===== src/glyph_column_packer_assert.svh =====
// ----------------------------------------------------------------------------
// glyph_column_packer_assert.svh
// assertion macros shared by the packer modules; they sample on clk and
// are disabled while rst_n is low
// ----------------------------------------------------------------------------
`ifndef GLYPH_COLUMN_PACKER_ASSERT_SVH
`define GLYPH_COLUMN_PACKER_ASSERT_SVH

`ifndef SYNTHESIS

// same-cycle implication
`define GCP_ASSERT_IMP(lbl, ante, cons, msg) \
    lbl: assert property (@(posedge clk) disable iff (!rst_n) (ante) |-> (cons)) \
        else $error(msg);

// next-cycle implication
`define GCP_ASSERT_NXT(lbl, ante, cons, msg) \
    lbl: assert property (@(posedge clk) disable iff (!rst_n) (ante) |=> (cons)) \
        else $error(msg);

`else

`define GCP_ASSERT_IMP(lbl, ante, cons, msg)
`define GCP_ASSERT_NXT(lbl, ante, cons, msg)

`endif

`endif


===== src/gcp_pkg.sv =====
// ----------------------------------------------------------------------------
// gcp_pkg
// types, codes and helpers shared by the glyph column packer modules
// ----------------------------------------------------------------------------
package gcp_pkg;

    localparam int ROW_BYTES = 32;
    localparam int ROW_HALF  = ROW_BYTES / 2;
    localparam int ROW_IDX_W = $clog2(ROW_BYTES);

    // opcodes
    localparam logic [1:0] OP_BEGIN  = 2'd0;
    localparam logic [1:0] OP_COLUMN = 2'd1;
    localparam logic [1:0] OP_FINISH = 2'd2;

    // register indexes
    localparam logic [1:0] REG_Y_DIRECTION  = 2'd0;
    localparam logic [1:0] REG_DOUBLE_SIZE  = 2'd1;
    localparam logic [1:0] REG_START_OFFSET = 2'd2;

    typedef enum logic [1:0] {
        ST_IDLE,
        ST_FLUSH,
        ST_YDATA,
        ST_YCARRY
    } state_t;

    // controller to datapath
    typedef struct packed {
        logic begin_op;
        logic x_column;
        logic y_load;
        logic idx_clear;
        logic idx_inc;
        logic emit_flush;
        logic emit_ydata;
        logic emit_ycarry;
        logic clear_rows;
    } cmd_t;

    // datapath to controller
    typedef struct packed {
        logic y_dir;
        logic phase_nz;
        logic x_wrap;
        logic slot_free;
        logic flush_last;
        logic step_last;
        logic carry_due;
    } sts_t;

    // each nibble bit becomes two adjacent bits
    function automatic logic [7:0] widen(input logic [3:0] nib);
        logic [7:0] r;
        r = 8'h00;
        for (int i = 0; i < 4; i++) begin
            r[2*i]   = nib[i];
            r[2*i+1] = nib[i];
        end
        return r;
    endfunction

endpackage


===== src/gcp_ctrl.sv =====
// ----------------------------------------------------------------------------
// gcp_ctrl
// sequencer: takes items, steps the flush and realign sequences and
// issues emit commands only when the output register has room
// ----------------------------------------------------------------------------
`include "glyph_column_packer_assert.svh"

module gcp_ctrl (
    input  logic          clk,
    input  logic          rst_n,
    input  logic          in_valid,
    output logic          in_stall,
    input  logic [1:0]    opcode,
    input  gcp_pkg::sts_t sts,
    output gcp_pkg::cmd_t cmd
);

    gcp_pkg::state_t state_reg, state_next;
    logic            flush_clear_reg, flush_clear_next;
    logic            accept;

    assign in_stall = (state_reg != gcp_pkg::ST_IDLE);
    assign accept   = in_valid && !in_stall;

    always_ff @(posedge clk or negedge rst_n)
    begin
        if (!rst_n)
        begin
            state_reg       <= gcp_pkg::ST_IDLE;
            flush_clear_reg <= 1'b0;
        end
        else
        begin
            state_reg       <= state_next;
            flush_clear_reg <= flush_clear_next;
        end
    end

    // next state
    always_comb
    begin
        state_next       = state_reg;
        flush_clear_next = flush_clear_reg;
        case (state_reg)
            gcp_pkg::ST_IDLE:
            begin
                if (accept)
                begin
                    case (opcode)
                        gcp_pkg::OP_COLUMN:
                        begin
                            flush_clear_next = 1'b1;
                            if (sts.y_dir)
                                state_next = gcp_pkg::ST_YDATA;
                            else if (sts.x_wrap)
                                state_next = gcp_pkg::ST_FLUSH;
                        end
                        gcp_pkg::OP_FINISH:
                        begin
                            flush_clear_next = 1'b0;
                            if (!sts.y_dir && sts.phase_nz)
                                state_next = gcp_pkg::ST_FLUSH;
                        end
                        default: ;
                    endcase
                end
            end
            gcp_pkg::ST_FLUSH:
            begin
                if (sts.slot_free && sts.flush_last)
                    state_next = gcp_pkg::ST_IDLE;
            end
            gcp_pkg::ST_YDATA:
            begin
                if (sts.slot_free)
                begin
                    if (sts.carry_due)
                        state_next = gcp_pkg::ST_YCARRY;
                    else if (sts.step_last)
                        state_next = gcp_pkg::ST_IDLE;
                end
            end
            gcp_pkg::ST_YCARRY:
            begin
                if (sts.slot_free)
                    state_next = sts.step_last ? gcp_pkg::ST_IDLE : gcp_pkg::ST_YDATA;
            end
            default: state_next = gcp_pkg::ST_IDLE;
        endcase
    end

    // commands
    always_comb
    begin
        cmd = '0;
        case (state_reg)
            gcp_pkg::ST_IDLE:
            begin
                if (accept)
                begin
                    cmd.idx_clear = 1'b1;
                    case (opcode)
                        gcp_pkg::OP_BEGIN:  cmd.begin_op = 1'b1;
                        gcp_pkg::OP_COLUMN:
                        begin
                            cmd.y_load   = sts.y_dir;
                            cmd.x_column = !sts.y_dir;
                        end
                        default: ;
                    endcase
                end
            end
            gcp_pkg::ST_FLUSH:
            begin
                if (sts.slot_free)
                begin
                    cmd.emit_flush = 1'b1;
                    cmd.clear_rows = sts.flush_last && flush_clear_reg;
                    cmd.idx_inc    = !sts.flush_last;
                end
            end
            gcp_pkg::ST_YDATA:
            begin
                if (sts.slot_free)
                begin
                    cmd.emit_ydata = 1'b1;
                    cmd.idx_inc    = !sts.carry_due && !sts.step_last;
                end
            end
            gcp_pkg::ST_YCARRY:
            begin
                if (sts.slot_free)
                begin
                    cmd.emit_ycarry = 1'b1;
                    cmd.idx_inc     = !sts.step_last;
                end
            end
            default: cmd = '0;
        endcase
    end

    `GCP_ASSERT_IMP(a_emit_has_room,
        cmd.emit_flush || cmd.emit_ydata || cmd.emit_ycarry, sts.slot_free,
        "emit issued while output register is full")
    `GCP_ASSERT_IMP(a_busy_no_start,
        state_reg != gcp_pkg::ST_IDLE, !(cmd.begin_op || cmd.x_column || cmd.y_load),
        "item work started while busy")

endmodule


===== src/gcp_datapath.sv =====
// ----------------------------------------------------------------------------
// gcp_datapath
// configuration registers, row buffer, column phase, realigner carry,
// sequence counter and the output register
// ----------------------------------------------------------------------------
`include "glyph_column_packer_assert.svh"

module gcp_datapath (
    input  logic          clk,
    input  logic          rst_n,
    input  logic          write_en,
    input  logic [1:0]    write_index,
    input  logic [2:0]    write_data,
    input  logic [7:0]    upper_byte,
    input  logic [7:0]    lower_byte,
    input  logic          out_stall,
    input  gcp_pkg::cmd_t cmd,
    output gcp_pkg::sts_t sts,
    output logic          out_valid,
    output logic [7:0]    out_byte,
    output logic          last
);

    logic       y_dir_reg, dbl_reg;
    logic [2:0] offset_reg;

    logic [7:0] rows_reg [gcp_pkg::ROW_BYTES];
    logic [7:0] rows_next [gcp_pkg::ROW_BYTES];
    logic [2:0] phase_reg, phase_next;
    logic [7:0] carry_reg, carry_next;
    logic [1:0] ccount_reg, ccount_next;
    logic [gcp_pkg::ROW_IDX_W-1:0] idx_reg, idx_next;
    logic [7:0] up_reg, lo_reg;
    logic       out_valid_reg, out_valid_next;
    logic [7:0] out_byte_reg, out_byte_next;
    logic       last_reg, last_next;

    logic [gcp_pkg::ROW_BYTES-1:0] hit_nrm, hit_dbl;
    logic [7:0] mask_nrm, mask_dbl;
    logic [2:0] phase_step;
    logic [7:0] ybyte, yshift, ycarry_new;
    logic [2:0] lshift, ccount_inc, climit;
    logic       flush_last, step_last, carry_due;

    // config registers
    always_ff @(posedge clk or negedge rst_n)
    begin
        if (!rst_n)
        begin
            y_dir_reg  <= 1'b1;
            dbl_reg    <= 1'b0;
            offset_reg <= 3'd0;
        end
        else if (write_en)
        begin
            case (write_index)
                gcp_pkg::REG_Y_DIRECTION:  y_dir_reg  <= write_data[0];
                gcp_pkg::REG_DOUBLE_SIZE:  dbl_reg    <= write_data[0];
                gcp_pkg::REG_START_OFFSET: offset_reg <= write_data;
                default: ;
            endcase
        end
    end

    // which rows take a bit from the incoming column
    for (genvar r = 0; r < gcp_pkg::ROW_BYTES; r++)
    begin : g_hit
        localparam int DBIT = 7 - (r % gcp_pkg::ROW_HALF) / 2;
        localparam int NBIT = 7 - (r % 8);
        if (r < gcp_pkg::ROW_HALF)
        begin : g_lo
            assign hit_dbl[r] = lower_byte[DBIT];
        end
        else
        begin : g_up
            assign hit_dbl[r] = upper_byte[DBIT];
        end
        if (r < 8)
        begin : g_nlo
            assign hit_nrm[r] = lower_byte[NBIT];
        end
        else if (r < gcp_pkg::ROW_HALF)
        begin : g_nup
            assign hit_nrm[r] = upper_byte[NBIT];
        end
        else
        begin : g_none
            assign hit_nrm[r] = 1'b0;
        end
    end

    assign mask_nrm   = 8'h80 >> phase_reg;
    assign mask_dbl   = 8'hC0 >> {phase_reg[2:1], 1'b0};
    assign phase_step = dbl_reg ? phase_reg + 3'd2 : phase_reg + 3'd1;

    // realigner byte for the current step
    always_comb
    begin
        if (dbl_reg)
        begin
            case (idx_reg[1:0])
                2'd0:    ybyte = gcp_pkg::widen(up_reg[7:4]);
                2'd1:    ybyte = gcp_pkg::widen(up_reg[3:0]);
                2'd2:    ybyte = gcp_pkg::widen(lo_reg[7:4]);
                default: ybyte = gcp_pkg::widen(lo_reg[3:0]);
            endcase
        end
        else
        begin
            ybyte = idx_reg[0] ? lo_reg : up_reg;
        end
    end

    assign lshift     = 3'(4'd8 - {1'b0, offset_reg});
    assign yshift     = (offset_reg == 3'd0) ? ybyte : (carry_reg | (ybyte >> offset_reg));
    assign ycarry_new = ybyte << lshift;
    assign ccount_inc = {1'b0, ccount_reg} + 3'd1;
    assign climit     = dbl_reg ? 3'd4 : 3'd2;
    assign carry_due  = (offset_reg != 3'd0) && (ccount_inc == climit);

    assign flush_last = (idx_reg == {dbl_reg, {(gcp_pkg::ROW_IDX_W-1){1'b1}}});
    assign step_last  = dbl_reg ? (idx_reg == gcp_pkg::ROW_IDX_W'(7))
                                : (idx_reg == gcp_pkg::ROW_IDX_W'(1));

    always_comb
    begin
        rows_next   = rows_reg;
        phase_next  = phase_reg;
        carry_next  = carry_reg;
        ccount_next = ccount_reg;

        if (cmd.begin_op || cmd.clear_rows)
        begin
            for (int i = 0; i < gcp_pkg::ROW_BYTES; i++)
                rows_next[i] = 8'h00;
        end
        else if (cmd.x_column)
        begin
            for (int i = 0; i < gcp_pkg::ROW_BYTES; i++)
            begin
                if (dbl_reg ? hit_dbl[i] : hit_nrm[i])
                    rows_next[i] = rows_reg[i] | (dbl_reg ? mask_dbl : mask_nrm);
            end
        end

        if (cmd.begin_op)
        begin
            phase_next  = offset_reg & (dbl_reg ? 3'b110 : 3'b111);
            carry_next  = 8'h00;
            ccount_next = 2'd0;
        end
        else if (cmd.x_column)
        begin
            phase_next = phase_step;
        end
        else if (cmd.emit_ydata && (offset_reg != 3'd0))
        begin
            carry_next  = ycarry_new;
            ccount_next = carry_due ? 2'd0 : ccount_inc[1:0];
        end
        else if (cmd.emit_ycarry)
        begin
            carry_next = 8'h00;
        end
    end

    always_comb
    begin
        idx_next = idx_reg;
        if (cmd.idx_clear)
            idx_next = '0;
        else if (cmd.idx_inc)
            idx_next = idx_reg + 1'b1;
    end

    // output register
    always_comb
    begin
        out_byte_next  = out_byte_reg;
        last_next      = last_reg;
        out_valid_next = out_valid_reg && out_stall;
        if (cmd.emit_flush)
        begin
            out_byte_next  = rows_reg[idx_reg];
            last_next      = flush_last;
            out_valid_next = 1'b1;
        end
        else if (cmd.emit_ydata)
        begin
            out_byte_next  = yshift;
            last_next      = step_last && !carry_due;
            out_valid_next = 1'b1;
        end
        else if (cmd.emit_ycarry)
        begin
            out_byte_next  = carry_reg;
            last_next      = step_last;
            out_valid_next = 1'b1;
        end
    end

    always_ff @(posedge clk or negedge rst_n)
    begin
        if (!rst_n)
        begin
            for (int i = 0; i < gcp_pkg::ROW_BYTES; i++)
                rows_reg[i] <= 8'h00;
            phase_reg     <= 3'd0;
            carry_reg     <= 8'h00;
            ccount_reg    <= 2'd0;
            idx_reg       <= '0;
            out_valid_reg <= 1'b0;
        end
        else
        begin
            rows_reg      <= rows_next;
            phase_reg     <= phase_next;
            carry_reg     <= carry_next;
            ccount_reg    <= ccount_next;
            idx_reg       <= idx_next;
            out_valid_reg <= out_valid_next;
        end
    end

    always_ff @(posedge clk)
    begin
        if (cmd.y_load)
        begin
            up_reg <= upper_byte;
            lo_reg <= lower_byte;
        end
        out_byte_reg <= out_byte_next;
        last_reg     <= last_next;
    end

    assign sts.y_dir      = y_dir_reg;
    assign sts.phase_nz   = (phase_reg != 3'd0);
    assign sts.x_wrap     = (phase_step == 3'd0);
    assign sts.slot_free  = !out_valid_reg || !out_stall;
    assign sts.flush_last = flush_last;
    assign sts.step_last  = step_last;
    assign sts.carry_due  = carry_due;

    assign out_valid = out_valid_reg;
    assign out_byte  = out_byte_reg;
    assign last      = last_reg;

    `GCP_ASSERT_NXT(a_begin_clears_carry, cmd.begin_op,
        carry_reg == 8'h00 && ccount_reg == 2'd0,
        "begin left realigner carry state")
    `GCP_ASSERT_NXT(a_carry_sent_cleared, cmd.emit_ycarry,
        carry_reg == 8'h00 && out_valid_reg,
        "carry byte not cleared after it was sent")

endmodule


===== src/glyph_column_packer.sv =====
// ----------------------------------------------------------------------------
// glyph_column_packer
// packs 16-pixel glyph columns (two bytes each) into display bytes, either
// transposed through a row buffer (X mode) or passed on through a bit-offset
// realigner (Y mode), at normal or doubled size
// ----------------------------------------------------------------------------
//
//   channel   handshake               payload
//   -------   ---------------------   ---------------------------------
//   config    write_en                write_index, write_data
//   input     in_valid / in_stall     opcode, upper_byte, lower_byte
//   output    out_valid / out_stall   out_byte, last
//
// begin, finish without flush and an X column that does not wrap start no sequence;
// a wrapping X column or a flushing finish sends 16 row bytes (32 doubled) and a
// Y column sends its output bytes (2 to 3 normal, 8 to 10 doubled); no new item is
// taken until the sequence is through
// out_stall holds the output register and pauses the sequencer
// rst_n (async, active low) restores register defaults, clears rows, phase, carry
//
module glyph_column_packer (
    input  logic       clk,
    input  logic       rst_n,
    // configuration write port
    input  logic       write_en,
    input  logic [1:0] write_index,
    input  logic [2:0] write_data,
    // input items
    input  logic       in_valid,
    output logic       in_stall,
    input  logic [1:0] opcode,
    input  logic [7:0] upper_byte,
    input  logic [7:0] lower_byte,
    // result items
    output logic       out_valid,
    input  logic       out_stall,
    output logic [7:0] out_byte,
    output logic       last
);

    gcp_pkg::cmd_t cmd;
    gcp_pkg::sts_t sts;

    // sequencer: item intake, flush and realign steps
    gcp_ctrl u_ctrl (
        .clk      (clk),
        .rst_n    (rst_n),
        .in_valid (in_valid),
        .in_stall (in_stall),
        .opcode   (opcode),
        .sts      (sts),
        .cmd      (cmd)
    );

    // row buffer, realigner and output register
    gcp_datapath u_datapath (
        .clk         (clk),
        .rst_n       (rst_n),
        .write_en    (write_en),
        .write_index (write_index),
        .write_data  (write_data),
        .upper_byte  (upper_byte),
        .lower_byte  (lower_byte),
        .out_stall   (out_stall),
        .cmd         (cmd),
        .sts         (sts),
        .out_valid   (out_valid),
        .out_byte    (out_byte),
        .last        (last)
    );

endmodule


===== config.mk =====
export PLATFORM = sky130hd
export DESIGN_NAME = glyph_column_packer
export DESIGN_NICKNAME = d
export VERILOG_FILES = /design/src/gcp_pkg.sv /design/src/gcp_ctrl.sv /design/src/gcp_datapath.sv /design/src/glyph_column_packer.sv
export VERILOG_INCLUDE_DIRS = /design/src /design/src/src
export SDC_FILE = /design/constraint.sdc
export NUM_CORES = 1
export LEC_CHECK = 0
export BUFFER_PORTS_ARGS = -buffer_cell sky130_fd_sc_hd__buf_2
export CAP_MARGIN = 10
export CORE_MARGIN = 2
export CORE_UTILIZATION = 25
export DETAILED_ROUTE_END_ITERATION = 8
export GPL_TIMING_DRIVEN = 0
export PLACE_DENSITY = 0.39
export SLEW_MARGIN = 25
export SYNTH_ARGS = -nofsm -noshare
export SYNTH_HDL_FRONTEND = slang
export SYNTH_SLANG_ARGS = --single-unit

===== constraint.sdc =====
create_clock -name clk -period 3.7 [get_ports clk]
set_input_delay 0.185 -clock clk [delete_from_list [all_inputs] [get_ports clk]]
set_output_delay 0.185 -clock clk [all_outputs]
set_load 0.005 [all_outputs]

### After elaboration in Yosys (flattened, before gate mapping)

Index checks and enable logic that the tools add are counted.

| storage, ports and cells | value |
|---|---|
| flip-flop bits (word level) | 308 |
| bits of input ports | 28 |
| output and inout bits | 11 |
| logic and storage cells | 319 |

| cells by class | value |
|---|---|
| add/subtract/negate cells | 5 |
| order comparisons | 1 |
| eq/ne operators | 22 |
| shifts and indexed selects | 4 |
| muxes and demuxes | 117 |
| bitwise gates (word level) | 35 |
| reduce and logical (&&, ||, !) cells | 89 |

Operator list:

| cell | count |
|---|---|
| $mux W256 | 2 |
| $mux W8 | 45 |
| $or A8 B8 Y8 | 33 |
| $reduce_bool A2 Y1 | 30 |
| $reduce_and A2 Y1 | 29 |
| $bmux W8 S5 | 1 |
| $mux W1 | 40 |
| $mux W2 | 16 |
| $pmux W8 S3 | 1 |
| $shr A8 B3 Y8 const A | 2 |
| $mux W3 | 4 |
| $reduce_bool A3 Y1 | 4 |
| $eq A2 B2 Y1 const B | 5 |
| $mux W5 | 2 |
| $ne A2 B1 Y1 const B | 5 |
| $logic_and A1 B1 Y1 | 9 |
| $eq A2 B1 Y1 const B | 4 |
| $logic_not A2 Y1 | 4 |
| $mux W4 | 2 |
| $pmux W2 S4 | 1 |
| $reduce_and A8 Y1 | 1 |
| $shl A8 B3 Y8 | 1 |
| $shr A8 B3 Y8 | 1 |
| $logic_not A1 Y1 | 7 |
| other kinds (22) | 24 |

### Logic depth before layout (Yosys ltp)

| depth | value |
|---|---|
| depth after elaboration | 9 |
| gate-level depth with buffers | 10 |
| gate-level depth less buffers | 9 |

### Modules after synthesis

Synthesis repeated with hierarchy kept, for this count alone.

| second synthesis, totals | value |
|---|---|
| cell total of the unflattened synthesis | 1420 |
| area, all modules | 14913.1 µm² |

By module, submodules not included:

| module | times used | cells each | area each (µm²) |
|---|---|---|---|
| gcp_datapath | 1 | 1370 | 14511.4 |
| gcp_ctrl | 1 | 50 | 401.6 |

### Least setup slack after synthesis

OpenSTA, ideal clock, no wires.

| path | value |
|---|---|
| path kind | register -> register |
| from | register u_datapath.idx_reg[1] (netlist name) |
| to | register u_datapath.out_byte_reg[2] (netlist: u_datapath.out_byte[2]) (data pin) |
| setup time | 0.261 ns |
| arrival | 2.509 ns |
| slack | 0.930 ns |
| stages on the path, launching flop included | 11 |
| path buffers | 2 |
| period minus slack after synthesis | 2.770 ns |
| cells stage by stage | dfrtp_1 -> buf_2 -> inv_1 -> clkbuf_1 -> ha_1 -> a22oi_1 -> a41oi_1 -> nand3_1 -> a211oi_1 -> or4_1 -> a221o_1 |

| on the way | value |
|---|---|
| longest elaborated chain between the ends | 8 |

RTL lines:

| element | line | source |
|---|---|---|
| start: declaration | gcp_datapath.sv:32 | `logic [gcp_pkg::ROW_IDX_W-1:0] idx_reg, idx_next;` |
| start signal: assignment | gcp_datapath.sv:220 | `idx_reg <= idx_next;` |
| $eq A2 B2 Y1 (tied with other cells) | gcp_datapath.sv:101 | `case (idx_reg[1:0])` |
| $pmux W8 S3 | gcp_datapath.sv:101 |  |
| $mux W8 | gcp_datapath.sv:99 | `if (dbl_reg)` |
| $shr A8 B3 Y8 | gcp_datapath.sv:115 | `assign yshift = (offset_reg == 3'd0) ? ybyte : (carry_reg \| (ybyte >> offset_reg));` |
| $or A8 B8 Y8 | gcp_datapath.sv:115 |  |
| $mux W8 | gcp_datapath.sv:115 |  |
| $mux W8 | gcp_datapath.sv:188 | `else if (cmd.emit_ydata)` |
| $mux W8 (*) | gcp_datapath.sv:182 | `if (cmd.emit_flush)` |
| net u_datapath.out_byte_next[2] | gcp_datapath.sv:35 | `logic [7:0] out_byte_reg, out_byte_next;` |
| end signal: assignment | gcp_datapath.sv:232 | `out_byte_reg <= out_byte_next;` |
| end: declaration | gcp_datapath.sv:35 |  |

The timed path passes the listed nets; every way through them passes the cells marked *. The select of a mux whose other input is x is not followed.
A chain may end at the register's enable or synchronous reset.

### Worst setup path after layout

| path | value |
|---|---|
| from | register u_datapath.idx_reg[2] (netlist name) |
| to | register u_datapath.out_byte_reg[3] (netlist: u_datapath.out_byte[3]) (data pin) |

| on the way | value |
|---|---|
| longest elaborated chain between the ends | 5 |

RTL lines:

| element | line | source |
|---|---|---|
| $not A5 Y6 (not written as such) | gcp_datapath.sv:184 | `out_byte_next = rows_reg[idx_reg];` |
| $bmux W8 S5 | gcp_datapath.sv:184 |  |
| $mux W8 (not written as such) (2 in a row) | gcp_datapath.sv:184 |  |
| $mux W8 | gcp_datapath.sv:182 |  |
| net u_datapath.out_byte_next[3] | gcp_datapath.sv:35 |  |

The timed path passes the listed nets, and every way through them passes these cells. The select of a mux whose other input is x is not followed.

==> metrics.md <==
| Metric | Value |
|---|---|
| Core Box Area | a little under 0.06 sq mm |
| Crit Path Max Fanout | 10 |
| Initial antenna violation count | 0 |
| DRC viols | 0 |
| Fin Hold WS | approximately 0.063 ns |
| Final worst path period need | between 3 and 4 ns |
| Initial DRC count | ~1,000 |
| RSZ-0062 raised after global routing | false |
| Post-Route WL | ~58,000 um |
| WP buf/inv | 3 |
| Clk Latency, worst-skew pair | 0.57 ns |
| Critical path, cell by cell | buf_2, buf_2, buf_2, mux4_2, mux2i_1, a32oi_1, a32oi_1, nand2_1 |
| Cell family with most CP delay | buffers and inverters |
| Synth Area per Inst | 10.4 sq um |
| Clock root buffer | clkbuf_16 |
| Number of synthesized flops with an enable pin | 25 |
| Register area share after synthesis | 0.524 |
| Setup Viol. Count Final | 0 |
| CTS max path bufs | 3 |
| Distinct cells, synth | between 70 and 80 |
| Kind of critical path | reg -> reg |
| Port-buffer cells | 38 |
| Setup Buffers After CTS | 0 |
| Share of flip-flops with an asynchronous set or reset | 0.919 |
| Hold Fails Final Rpt | 0 |
| VDD IR max | between 300 and 400 uV |
| Worst path most repeated cell | buf_2 |
| DR WL/cell | roughly 25 um |
| Ports | 39 |
| Post-Syn Nets | 1,478 |
| Final worst setup slack | 0.133 ns |
| Power density cells | 691 mW/mm^2 |
| Mapped Area | between 0.01 and 0.015 sq mm |
| Worst path max stage delay | roughly 0.57 ns |
| Die Wd | ~250 um |
| Die height | 248 um |
| Area Overhead vs Synth | 19.3% |
| Ys Warns | 0 |
| First drt pass iteration count | 5 |
| Vias | around 12,000 |
| Setup TNS | 0 ns |
| Leakage | 8.06 nW |
| Vias in the first global route | 12,300 |
| Fin. max-slew vios | 0 |
| Share of cells above drive strength 1 | 0.146 |
| Net count reported at finish | 1,585 |
| Starting Density | 0.253 |
| Main area contributors after synthesis | dfrtp_1 (47%), mux4_2 (9.5%), nor2_1 (8.5%) |
| # Max-Cap Violations | 0 |
| Slowest CP cell | dfrtp_1 |
| Outcome | finished, final reports clean |
| Pre-CTS setup slack | -0.0107 ns |
| GR Util All Layers | 0.189 |
| Period utilization | 0.964 |
| Final Cell Area | about 0.018 sq mm |
| Top cell type's share of synthesized area | 0.472 |
| Clock sinks | between 300 and 400 |
| Top-count cell post-synth | nor2_1 |
| ANT nets after route | 0 |
| Synth cell count leaders | nor2_1 (340), dfrtp_1 (282), a21oi_1 (176) |
| Post-detail-place hpwl | just over 40,000 um |
| WP data required | 3.99 ns |
| Clock Skews | between 0.015 and 0.02 ns |
| CTS buffer count | 39 |
| Fill cells | 6,148 |
| Sequential Area | 0.00783 sq mm |
| Multi-input gate area in the final layout | 0.00653 sq mm |
| First-pass GRT wire length | about 87,000 um |
| Main synth FF type | dfrtp_1 |
| GRT overflow | 0 |
| TritonCTS clock tree | built |
| Vias per std cell | 5.16 |
| Max reg flops | roughly 260 |
| GPL Wtd Cong | ~0.85 |
| Mapped Cells | around 1,400 |
| Worst Setup Start Kind | flop |
| Critical path endpoint category | flop |
| Die area | 0.0617 sq mm |
| Fmax achieved | about 0.28 GHz |
| Actual slew at the worst max-slew pin | roughly 1.1 ns |
| FF+latch count, synth | between 300 and 400 |
| Largest net degree at the start of global routing | 83 |
| H-tree depth | 2 |
| Tot Pwr | roughly 0.012 W |
| Core Rows | slightly below 90 |
| Area leader, netlist | dfrtp_1 |
| WP data arrival | 3.86 ns |
| DP Area | approximately 0.016 sq mm |
| Worst hold path class | in -> reg |
| Reg clk slew, reported paths | about 0.060 ns |
| Relative slew slack | 0.277 |
-- what timing repair did --
action,in CTS,in global routing
hold buffers,25,0
pin swaps,0,0
resized for setup,1,3
hold endpoints to repair,85,0
setup endpoints to repair,1,4
-- cell usage in the layout, fill, tap and decap left out, types with 5 or more instances in the layout --
cell           count
mux4_2            63
clkbuf_16         42
o21ai_0           19
o31ai_1            8
buf_2             58
clkbuf_8           9
clkinv_1           5
clkbuf_1          82
nand2_1           66
a31oi_1           82
mux2_2            10
edfxtp_1          25
nand4_1            7
a22oi_1            9
buf_1              8
dlygate4sd3_1     25
inv_1             18
a21oi_1          171
nand3_1           18
dfrtp_1          282
and3_1            16
buf_4              8
nor3_1            12
a22o_1             9
and2_1             6
nor2_1           340
a21oi_2            5
ha_1              20
mux2i_1           32
-- tightest hold or removal path, stage by stage --
cell	delay, ns
buf_2	0.10
ha_1	0.20
a31oi_1	0.10
-- cells by family after synthesis --
logic type / share of synthesized area
AND/OR/NAND/NOR: 0.139
AO/OA/AOI/OAI: 0.145
flip-flops: 0.524
buffers and inverters: 0.0412
multiplexers: 0.133
adder cells (fa/ha/maj): 0.0167
XOR/XNOR: 0.000586
-- path summary, 6_finish.rpt --
| path | slack (ns) | to | start | cells past startpoint |
|---|---|---|---|---|
| setup reg to reg | 0.13 | u_datapath.out_byte[3]$_DFFE_PP_ | u_datapath.idx_reg[2]$_DFFE_PN0P_ | 8 |
| max in group asynchronous | 2.31 | u_datapath.rows_reg[149]$_DFFE_PN0P_ | rst_n | 4 |
| setup / recovery | 0.13 | u_datapath.out_byte[3]$_DFFE_PP_ | u_datapath.idx_reg[2]$_DFFE_PN0P_ | 8 |
| hold reg to reg | 0.49 | u_datapath.rows_reg[32]$_DFFE_PN0P_ | u_datapath.rows_reg[32]$_DFFE_PN0P_ | 2 |
| hold / removal | 0.06 | u_ctrl.flush_clear_reg$_DFFE_PN0P_ | opcode[1] | 3 |
| min in group asynchronous | 0.16 | u_datapath.rows_reg[111]$_DFFE_PN0P_ | rst_n | 2 |
-- routing by layer --
| layer | GRT usage | vias up | part of all wire |
|---|---|---|---|
| li1 | - | 5357 | - |
| met1 | 0.262 | 6274 | 0.46 |
| met2 | 0.302 | 342 | 0.46 |
| met3 | 0.0298 | 85 | 0.049 |
| met4 | 0.0604 | 0 | 0.029 |
| met5 | 0 | - | 0 |
-- power breakdown --
group | internal, W | switching, W | leakage [nW]
Sequential | 0.00396 | 0.000357 | 4.12
Clock | 0.00246 | 0.00157 | 0.661
Combinational | 0.00138 | 0.00261 | 3.29
-- per-stage QoR --
| stage | cells | util |
|---|---|---|
| 6_report | 2339 | 0.302 |
| 3_5_place_dp | 2244 | 0.275 |
| 2_1_floorplan | 1430 | - |
| 4_1_cts | 2338 | 0.302 |
| 3_3_place_gp | 2241 | 0.273 |
| 5_1_grt | 2338 | 0.302 |
-- final cells by class --
class,instances,share of cell area
clock buffer,59,0.0676
buffer,117,0.0305
clock inverter,10,0.00786
inverter,21,0.00442
sequential,308,0.439
antenna,1,0.000140
multi-input combinational,984,0.366
timing repair buffer,66,0.0299
tap,773,0.0542
(Power assumes the default switching activity.)
